File: src/sv/divergence_bound_step_inverse_defines.svh
`ifndef DIVERGENCE_BOUND_STEP_INVERSE_DEFINES_SVH
`define DIVERGENCE_BOUND_STEP_INVERSE_DEFINES_SVH

// same-cycle implication, sampled on clk, off while rst_n is low
`define DBSI_ASSERT_NOW(label, ante, cons, msg) \
  label: assert property (@(posedge clk) disable iff (!rst_n) (ante) |-> (cons)) \
    else $error(msg);

// next-cycle implication, sampled on clk, off while rst_n is low
`define DBSI_ASSERT_NEXT(label, ante, cons, msg) \
  label: assert property (@(posedge clk) disable iff (!rst_n) (ante) |=> (cons)) \
    else $error(msg);

`endif

File: src/sv/dbsi_pkg.sv
package dbsi_pkg;

  localparam int DataW   = 48;
  localparam int RankW   = 13;
  localparam int RankCW  = 17;
  localparam int InW     = 256;
  localparam int WideW   = 200;
  localparam int NumW    = 100;
  localparam int DenW    = 49;
  localparam int RemW    = 104;
  localparam int SdIters = 100;
  localparam int CntW    = 7;
  localparam int QDepth  = 2;

  localparam logic [WideW-1:0] Two65 = WideW'(1) << 65;

  typedef struct packed {
    logic [DataW-1:0] d;
    logic [DataW-1:0] f;
    logic [80:0]      t2;
    logic [63:0]      fr;
    logic [DataW-1:0] lmax;
    logic [DataW-1:0] lmin;
    logic [DataW:0]   sum;
    logic [DataW-1:0] lbig;
    logic             lz;
    logic             min_skip;
    logic             max_skip;
  } item_t;

  typedef enum logic [3:0] {
    ST_IDLE,
    ST_MIN_DL,
    ST_MIN_SQ,
    ST_MIN_RT,
    ST_MIN_DV,
    ST_MIN_CK,
    ST_MIN_FN,
    ST_MAX_QD,
    ST_MAX_BB,
    ST_MAX_FD,
    ST_MAX_RT,
    ST_MAX_DV,
    ST_MAX_CK,
    ST_MAX_FN,
    ST_DONE
  } state_t;

  typedef enum logic {
    SD_SQRT,
    SD_DIV
  } sd_mode_t;

endpackage

File: src/sv/dbsi_fifo.sv
module dbsi_fifo (
  input  logic            clk,
  input  logic            rst_n,
  input  logic            push,
  input  dbsi_pkg::item_t wr_item,
  input  logic            pop,
  output dbsi_pkg::item_t rd_item,
  output logic            full,
  output logic            empty
);
  import dbsi_pkg::*;

  localparam int PtrW = $clog2(QDepth);

  item_t           mem_r [QDepth];
  logic [PtrW-1:0] wp_r, rp_r;
  logic [PtrW:0]   cnt_r;
  logic            do_push, do_pop;

  assign full    = (cnt_r == (PtrW+1)'(QDepth));
  assign empty   = (cnt_r == '0);
  assign do_push = push && !full;
  assign do_pop  = pop && !empty;
  assign rd_item = mem_r[rp_r];

  always_ff @(posedge clk) begin
    if (!rst_n) begin
      wp_r  <= '0;
      rp_r  <= '0;
      cnt_r <= '0;
    end else begin
      if (do_push) wp_r <= wp_r + 1'b1;
      if (do_pop) rp_r <= rp_r + 1'b1;
      cnt_r <= cnt_r + (PtrW+1)'(do_push) - (PtrW+1)'(do_pop);
    end
  end

  always_ff @(posedge clk) begin
    if (do_push) mem_r[wp_r] <= wr_item;
  end

endmodule

File: config.mk
export PLATFORM = sky130hd
export DESIGN_NAME = dbsi_fifo
export DESIGN_NICKNAME = d
export VERILOG_FILES = /design/src/sv/divergence_bound_step_inverse_defines.svh /design/src/sv/dbsi_pkg.sv /design/src/sv/dbsi_fifo.sv
export SDC_FILE = /design/constraint.sdc
export NUM_CORES = 1
export LEC_CHECK = 0
export BUFFER_PORTS_ARGS = -buffer_cell sky130_fd_sc_hd__buf_2
export CAP_MARGIN = 20
export CORE_AREA = 2 2 344 346
export CTS_BUF_LIST = sky130_fd_sc_hd__clkbuf_2 sky130_fd_sc_hd__clkbuf_4 sky130_fd_sc_hd__clkbuf_8
export DETAILED_ROUTE_END_ITERATION = 8
export DIE_AREA = 0 0 346 348
export SKIP_CTS_REPAIR_TIMING = 1
export SLEW_MARGIN = 20
export SYNTH_ARGS = -nofsm -noshare
export SYNTH_HDL_FRONTEND = slang
export SYNTH_SLANG_ARGS = --single-unit
File: constraint.sdc
create_clock -name clk -period 24.2 [get_ports clk]
set_clock_uncertainty 0.05 [all_clocks]
set_input_delay 2.42 -clock clk [delete_from_list [all_inputs] [get_ports clk]]
set_output_delay 2.42 -clock clk [all_outputs]
set_load 0.005 [all_outputs]
==> results.json <==
{
  "slew_headroom_pct": 26.89,
  "critPathMaxFanout": 56,
  "worst_slew_pin_slew_ns": 1.097,
  "r2r_slack_ns": 19.43,
  "seq_area_um2": 26350,
  "yosys.cell_types.count": 18,
  "layout_commonest_cell": "buf_2",
  "hold_slack_ns": 0.4617,
  "drv_slew": 0,
  "vdd_drop_max_mv": 0.06620,
  "synth_top_area_share_pct": 77.30,
  "timing.final.crit_share_pct": 33.89,
  "dieArea_um2": 120400,
  "ctsLongestPathBuffers": 3,
  "yosysTopAreaCell": "edfxtp_1",
  "worstPathRequired_ns": 21.73,
  "cts_tree": "done",
  "setup_violations": 0,
  "yosys_warnings": 0,
  "fillers": 10993,
  "io_pins": 880,
  "dp_hpwl_mm": 56.44,
  "yosys-top-cells-area": "edfxtp_1, mux2_4, buf_12, dfxtp_1, mux2_2",
  "netlist_instances": 1387,
  "synth_seq_cells": 879,
  "max_freq_ghz": 0.1219,
  "grt_max_degree": 149,
  "gp_congestion": 0.8153,
  "powerDensity_nw_per_um2": 106.6,
  "drt_iter0_markers": 840,
  "leakagePower_nw": 16.39,
  "die_width_um": 346,
  "antenna_left": 0,
  "numCtsBuffers": 147,
  "crit_path_end_kind": "output pin",
  "overflow": 0,
  "multi_input_area_um2": 6670,
  "max_cap_violations": 0,
  "insertion_delay_ns": 0.83,
  "clock-root-buffer": "clkbuf_8",
  "grt_pass1_wl_mm": 112.7,
  "fin_crit_ns": 8.201,
  "wl_mm": 80.13,
  "rows": 126,
  "wl_met2_mm": 41.14,
  "grt_setup_unrepaired": "no",
  "wire_per_inst_um": 19.85,
  "outcome": "completed",
  "synth_area_per_cell_um2": 24.48,
  "antenna_found_initial": 38,
  "maxUsedRoutingLayer": "met5",
  "grt_pass1_vias": 17302,
  "area_growth_syn_to_layout_pct": 24.67,
  "ys_seq_area_share_pct": 77.60,
  "start_kind": "register",
  "die_h_um": 348,
  "fin_setup_tns_ns": 0,
  "coreArea_um2": 117000,
  "drt-met1-wl_mm": 29.17,
  "htreeDepth": 4,
  "drc_errors": 0,
  "grt_use_total_pct": 12.79,
  "viasPerCell": 4.160,
  "layout.nets": 2829,
  "mostFrequentLayoutCells": "buf_2, edfxtp_1, mux2_4",
  "syn_area_um2": 33950,
  "drive_gt1_share_pct": 62.54,
  "clk_transition_reported_paths_ns": 0.06,
  "crit_arrival_ns": 5.73,
  "start_util_pct": 29.02,
  "routed-via-count": 16789,
  "syn_nets": 1830,
  "hold_class": "reg -> reg",
  "fin_util_pct": 36.18,
  "path_class": "reg -> out",
  "clock_sinks": 879,
  "numPortBuffers": 879,
  "hold_viol": 0,
  "dr.pass1.iters": 4,
  "dr_wl_met3_mm": 7.267
}
==> report_power, final <==
group          switching (W)  internal (W)  leakage, nW
clock               0.000566      0.000679         1.43
sequential         0.0000716       0.00197         8.20
combinational       0.000577      0.000651         6.75
total                0.00121       0.00330         16.4
==> routing by layer <==
layer	track usage [%]	up-vias
li1	-	7586
met1	13.41	8325
met2	21.71	688
met3	5.777	162
met4	6.363	28
met5	0	-
==> cells by family after synthesis <==
kind of cell    count (synthesis)  synth area share (%)
mux                           438                 19.28
xor+xnor                        2               0.05160
compound gates                  1               0.02212
simple gates                   13                0.1843
fa+ha+maj                       2               0.07369
buf+inv                        52                 2.793
flops                         879                 77.60
==> cell usage after synthesis (all sizes together) <==
| cell | instances |
|---|---|
| and2 | 2 |
| and3 | 1 |
| buf | 49 |
| dfxtp | 5 |
| edfxtp | 874 |
| ha | 2 |
| inv | 3 |
| mux2 | 437 |
| mux2i | 1 |
| nand2 | 2 |
| nand2b | 2 |
| nor2 | 5 |
| nor3 | 1 |
| o21a | 1 |
| xnor2 | 1 |
| xor2 | 1 |
==> worst paths after layout <==
check,start,cells after the start,end
hold reg to reg,rp_r$_SDFFE_PN0P_,2,register
setup reg to reg,cnt_r[0]$_SDFF_PN0_,7,mem_r[0][100]$_DFFE_PP_
hold / removal,rp_r$_SDFFE_PN0P_,2,register
setup / recovery,register,6,rd_item[22]
==> critical path, stage by stage (launching register included) <==
cell and delay (ns):
dfxtp_4 0.86, buf_4 0.80, buf_4 0.77, buf_4 0.82, buf_4 0.89, mux2_4 0.36
buf_2 0.13
==> per-stage QoR <==
stage                     std cells  worst slack (ns)  instance area (um2)  power [W]
after floorplan                1387             2.312                33950   0.003082
after global placement         3772             16.87                39520   0.003309
after detailed placement       3773             16.85                39540   0.003319
after CTS                      4016             15.88                42280   0.004585
after global routing           4034             15.66                42320   0.004724
final                          4036             16.00                42330   0.004511
==> sequential cells by signal, indices dropped and copies added, names as in the netlist, named ones only <==
register and cells:
cnt_r 2, mem_r 874, rp_r 1, wp_r 1
==> final cells by class <==
type,count,area share [%]
flip-flops and latches,879,62.25
clock buffers,192,5.623
clock inverters,51,0.8425
well taps,1536,4.541
diodes,20,0.1182
multi-input cells,456,15.76
repair buffers,899,10.84
inverters,3,0.02661
Power figures use the tool's default switching activity.
