## config.mk

```make
export PLATFORM = sky130hd
export DESIGN_NAME = dbsi_front
export DESIGN_NICKNAME = d
export VERILOG_FILES = /design/src/sv/divergence_bound_step_inverse_defines.svh /design/src/sv/dbsi_pkg.sv /design/src/sv/dbsi_front.sv
export SDC_FILE = /design/constraint.sdc
export NUM_CORES = 2
export LEC_CHECK = 0
export BUFFER_PORTS_ARGS = -buffer_cell sky130_fd_sc_hd__buf_2
export CORE_AREA = 2 2 270 272
export DETAILED_ROUTE_END_ITERATION = 16
export DIE_AREA = 0 0 272 274
export PLACE_DENSITY_LB_ADDON = 0.05
export SETUP_SLACK_MARGIN = 0.3
export SYNTH_ARGS = -nofsm -noshare
export SYNTH_HDL_FRONTEND = slang
export SYNTH_SLANG_ARGS = --single-unit
```

## constraint.sdc

```tcl
create_clock -name vclk -period 20
set_clock_uncertainty 0.2 [all_clocks]
set_input_delay 4 -clock vclk [all_inputs]
set_output_delay 4 -clock vclk [all_outputs]
set_load 0.005 [all_outputs]
```

## src/sv/divergence_bound_step_inverse_defines.svh

```systemverilog
`ifndef DIVERGENCE_BOUND_STEP_INVERSE_DEFINES_SVH
`define DIVERGENCE_BOUND_STEP_INVERSE_DEFINES_SVH

// same-cycle implication, sampled on clk, off while rst_n is low
`define DBSI_ASSERT_NOW(label, ante, cons, msg) \
  label: assert property (@(posedge clk) disable iff (!rst_n) (ante) |-> (cons)) \
    else $error(msg);

// next-cycle implication, sampled on clk, off while rst_n is low
`define DBSI_ASSERT_NEXT(label, ante, cons, msg) \
  label: assert property (@(posedge clk) disable iff (!rst_n) (ante) |=> (cons)) \
    else $error(msg);

`endif

```

## src/sv/dbsi_pkg.sv

```systemverilog
package dbsi_pkg;

  localparam int DataW   = 48;
  localparam int RankW   = 13;
  localparam int RankCW  = 17;
  localparam int InW     = 256;
  localparam int WideW   = 200;
  localparam int NumW    = 100;
  localparam int DenW    = 49;
  localparam int RemW    = 104;
  localparam int SdIters = 100;
  localparam int CntW    = 7;
  localparam int QDepth  = 2;

  localparam logic [WideW-1:0] Two65 = WideW'(1) << 65;

  typedef struct packed {
    logic [DataW-1:0] d;
    logic [DataW-1:0] f;
    logic [80:0]      t2;
    logic [63:0]      fr;
    logic [DataW-1:0] lmax;
    logic [DataW-1:0] lmin;
    logic [DataW:0]   sum;
    logic [DataW-1:0] lbig;
    logic             lz;
    logic             min_skip;
    logic             max_skip;
  } item_t;

  typedef enum logic [3:0] {
    ST_IDLE,
    ST_MIN_DL,
    ST_MIN_SQ,
    ST_MIN_RT,
    ST_MIN_DV,
    ST_MIN_CK,
    ST_MIN_FN,
    ST_MAX_QD,
    ST_MAX_BB,
    ST_MAX_FD,
    ST_MAX_RT,
    ST_MAX_DV,
    ST_MAX_CK,
    ST_MAX_FN,
    ST_DONE
  } state_t;

  typedef enum logic {
    SD_SQRT,
    SD_DIV
  } sd_mode_t;

endpackage

```

## src/sv/dbsi_front.sv

```systemverilog
module dbsi_front #(
  parameter int MAX_RANK = 4096
) (
  input  logic                     in_tvalid,
  output logic                     in_tready,
  input  logic [dbsi_pkg::InW-1:0] in_tdata,
  input  logic                     q_full,
  output logic                     q_push,
  output dbsi_pkg::item_t          q_item
);
  import dbsi_pkg::*;

  localparam logic [RankCW-1:0] MaxRankC = RankCW'(MAX_RANK);

  logic [DataW-1:0]  d, f, t, lmax, lmin;
  logic [RankW-1:0]  rk;
  logic [RankCW-1:0] rc;
  logic [63:0]       frp;

  assign d    = in_tdata[47:0];
  assign f    = in_tdata[95:48];
  assign t    = in_tdata[143:96];
  assign rk   = in_tdata[156:144];
  assign lmax = in_tdata[204:157];
  assign lmin = in_tdata[252:205];

  assign rc  = (RankCW'(rk) > MaxRankC) ? MaxRankC : RankCW'(rk);
  assign frp = 64'(f) * 64'(rc);

  assign in_tready = !q_full;
  assign q_push    = in_tvalid && !q_full;

  always_comb begin
    q_item.d        = d;
    q_item.f        = f;
    q_item.t2       = {t, 33'b0};
    q_item.fr       = frp;
    q_item.lmax     = lmax;
    q_item.lmin     = lmin;
    q_item.sum      = (DataW+1)'(lmax) + (DataW+1)'(lmin);
    q_item.lbig     = (lmax > lmin) ? lmax : lmin;
    q_item.lz       = (lmax == '0) || (lmin == '0);
    q_item.min_skip = (f == '0) || (lmin == '0);
    q_item.max_skip = (f == '0) || ((lmax == '0) && (lmin == '0));
  end

endmodule

```

==> results.ini <==
[outcome]
outcome=complete, no violations

[clock_tree]
hold_buffers=0
post_cts_buffers=0
cts_resized=0

[sta]
finalSetupTns_ns=0
fin_crit_sh=0.838
finalSetupViolCount=0
hold_violations=0
max_slew_margin=0.266
rsz0062_at_grt=false
min_period_ns=16.75
max_freq_mhz=59.7
worst_slew_pin_slew_ns=1.10
final_max_slew_viol_count=0

[hold_path]
hp-class=primary input to primary output
hold_start=in_tdata[96]

[floorplanning]
start_util=0.369
core_um2=72000
die_area_um2=74500
rows=99
fp.dieH_um=274
die_w_um=272
io_pins=697

[critical_path]
endpoint_kind=primary output
critPathLaunch=in_tdata[156]
setup.worst_path.class=primary input to primary output
worst_ep_required_time_ns=15.80
cp-start-kind=primary input
critPathMaxFanout=31
cp.arrival_ns=12.55
crit_path_end=q_item[254]

[final_layout]
fillers=7585
fin_util=0.386
clock_buffers=0
area_growth_pct=4.49
multiInputGateArea_um2=21600
regArea_um2=0
final_layout_size_suffix_gt1_frac=0.167
seq_cells=0
nNetsFinal=4373
design_area_um2=27800
stdcell_count=4367

[yosys]
synth_cell_types=79
synth_seq_area_share=0
yosysWarningCount=0
synthCells=3313
syn_area_per_cell_um2=8.02
synth.cell_area_um2=26600

[drt]
ant_nets=0
vias=22300
routed_wl_um=99700
viasPerCell=5.12
drt-initial-drc-count=1247
drt_pass1_iterations=8
wl_per_cell_um=22.8
drc=0

[placed_design]
io_buffers=466
placed_area_um2=27800
globalplace.congestion=0.891
dp_hpwl_um=78800
place_inst=4363

[grt]
grt_pass1_vias=23700
grt_usage=0.266
antenna_found_initial=4
grt_pass1_wl_um=151000
gr-total-overflow=0
grt_start_max_net_pins=49

[flow_run]
cap_violations=0

worst max-delay path, stage by stage:
cell	delay (ns)
buf_2	0.10
buf_4	0.26
buf_4	0.36
nor2b_4	0.66
buf_4	0.58
nand2_1	0.15
fa_1	0.52
inv_1	0.06
fa_1	0.55
fa_1	0.48
fa_1	0.55
inv_1	0.06
fa_1	0.48
inv_1	0.05
ha_1	0.47
nand4_1	0.16
or3_1	0.49
nor3_1	0.29
nand4_1	0.16
o21ai_1	0.72
a31oi_2	0.30
a31o_2	0.35
o21ai_2	0.22
a311oi_2	0.15
xnor2_1	0.16
buf_2	0.13
placed cells by master (no fill, tap or decap), types with 4 or more instances in the layout:
cell,n
inv_1,678
fa_1,507
buf_2,466
nand2_1,434
and2_1,247
ha_1,202
a21oi_1,157
nor2_1,86
xnor2_1,75
nor4_1,49
nand4_1,44
a21o_1,37
o21bai_1,37
mux2_2,37
conb_1,36
o21ai_0,34
nand3_1,25
xor2_1,23
nor3_1,20
buf_4,17
a31oi_1,14
o21ai_1,13
nor2b_1,12
o31ai_1,11
mux2_1,10
nand2b_1,9
nor2b_4,7
and3_1,7
or2_2,7
o211ai_1,7
nor2b_2,5
o31a_1,5
a211oi_1,5
diode_2,4
or3_1,4
a21boi_0,4
o21ai_2,4
o21a_1,4
o21ba_2,4
cells in the mapped netlist (all sizes together), types with 4 or more instances:
cell | instances | area share
a21oi | 158 | 0.030
a21boi | 4 | 0.0011
nand4 | 44 | 0.010
ha | 202 | 0.095
or2 | 8 | 0.0019
nand2 | 434 | 0.061
and2 | 248 | 0.058
o21ba | 4 | 0.0015
and3 | 7 | 0.0016
xnor2 | 75 | 0.025
fa | 507 | 0.38
a31oi | 15 | 0.0038
nand2b | 10 | 0.0026
a211oi | 8 | 0.0031
o31a | 5 | 0.0016
a21o | 37 | 0.010
nor2b | 24 | 0.0056
o21bai | 37 | 0.010
o31ai | 14 | 0.0045
nor4 | 50 | 0.012
nor2 | 86 | 0.012
o21ai | 52 | 0.010
nor3 | 20 | 0.0038
buf | 296 | 0.082
inv | 679 | 0.096
nand3 | 25 | 0.0047
o21a | 4 | 0.0011
mux2 | 47 | 0.020
xor2 | 23 | 0.0076
or3 | 4 | 0.00094
o211ai | 7 | 0.0020
clkbuf | 131 | 0.019
worst min-delay path by stage:
stage,end,slack (ns),cells after the start
after floorplan,in_tready,7.83,1
after global placement,q_item[295],7.80,0
after detailed placement,q_item[295],7.80,0
after CTS,q_item[295],7.80,0
after global routing,q_item[293],7.80,0
final,q_item[293],7.80,0
layout make-up:
| cell class | instances | area share |
|---|---|---|
| tap | 959 | 0.0432 |
| antenna | 4 | 0.000360 |
| timing repair buffer | 483 | 0.0886 |
| inverter | 679 | 0.0918 |
| multi-input combinational | 2242 | 0.776 |
routing by layer:
layer  track usage  routed length [um]  up-vias
li1              -                   -     9991
met1         0.373               45100    11400
met2         0.436               45800      783
met3        0.0398                6470      135
met4        0.0522                2340        2
met5             0                  11        -
metrics by stage:
step	setup slack, ns	hold slack, ns
after CTS	3.16	7.80
after global routing	2.79	7.80
after global placement	3.23	7.80
final	3.25	7.80
after detailed placement	3.18	7.80
after floorplan	6.01	7.83
cells by family after synthesis:
family,Yosys count,share of synthesized area
buffers and inverters,1106,0.197
AND/OR/NAND/NOR,972,0.180
adder cells (fa/ha/maj),709,0.477
AO/OA/AOI/OAI,378,0.0933
XOR/XNOR,98,0.0323
multiplexers,49,0.0207
other,1,0.000141
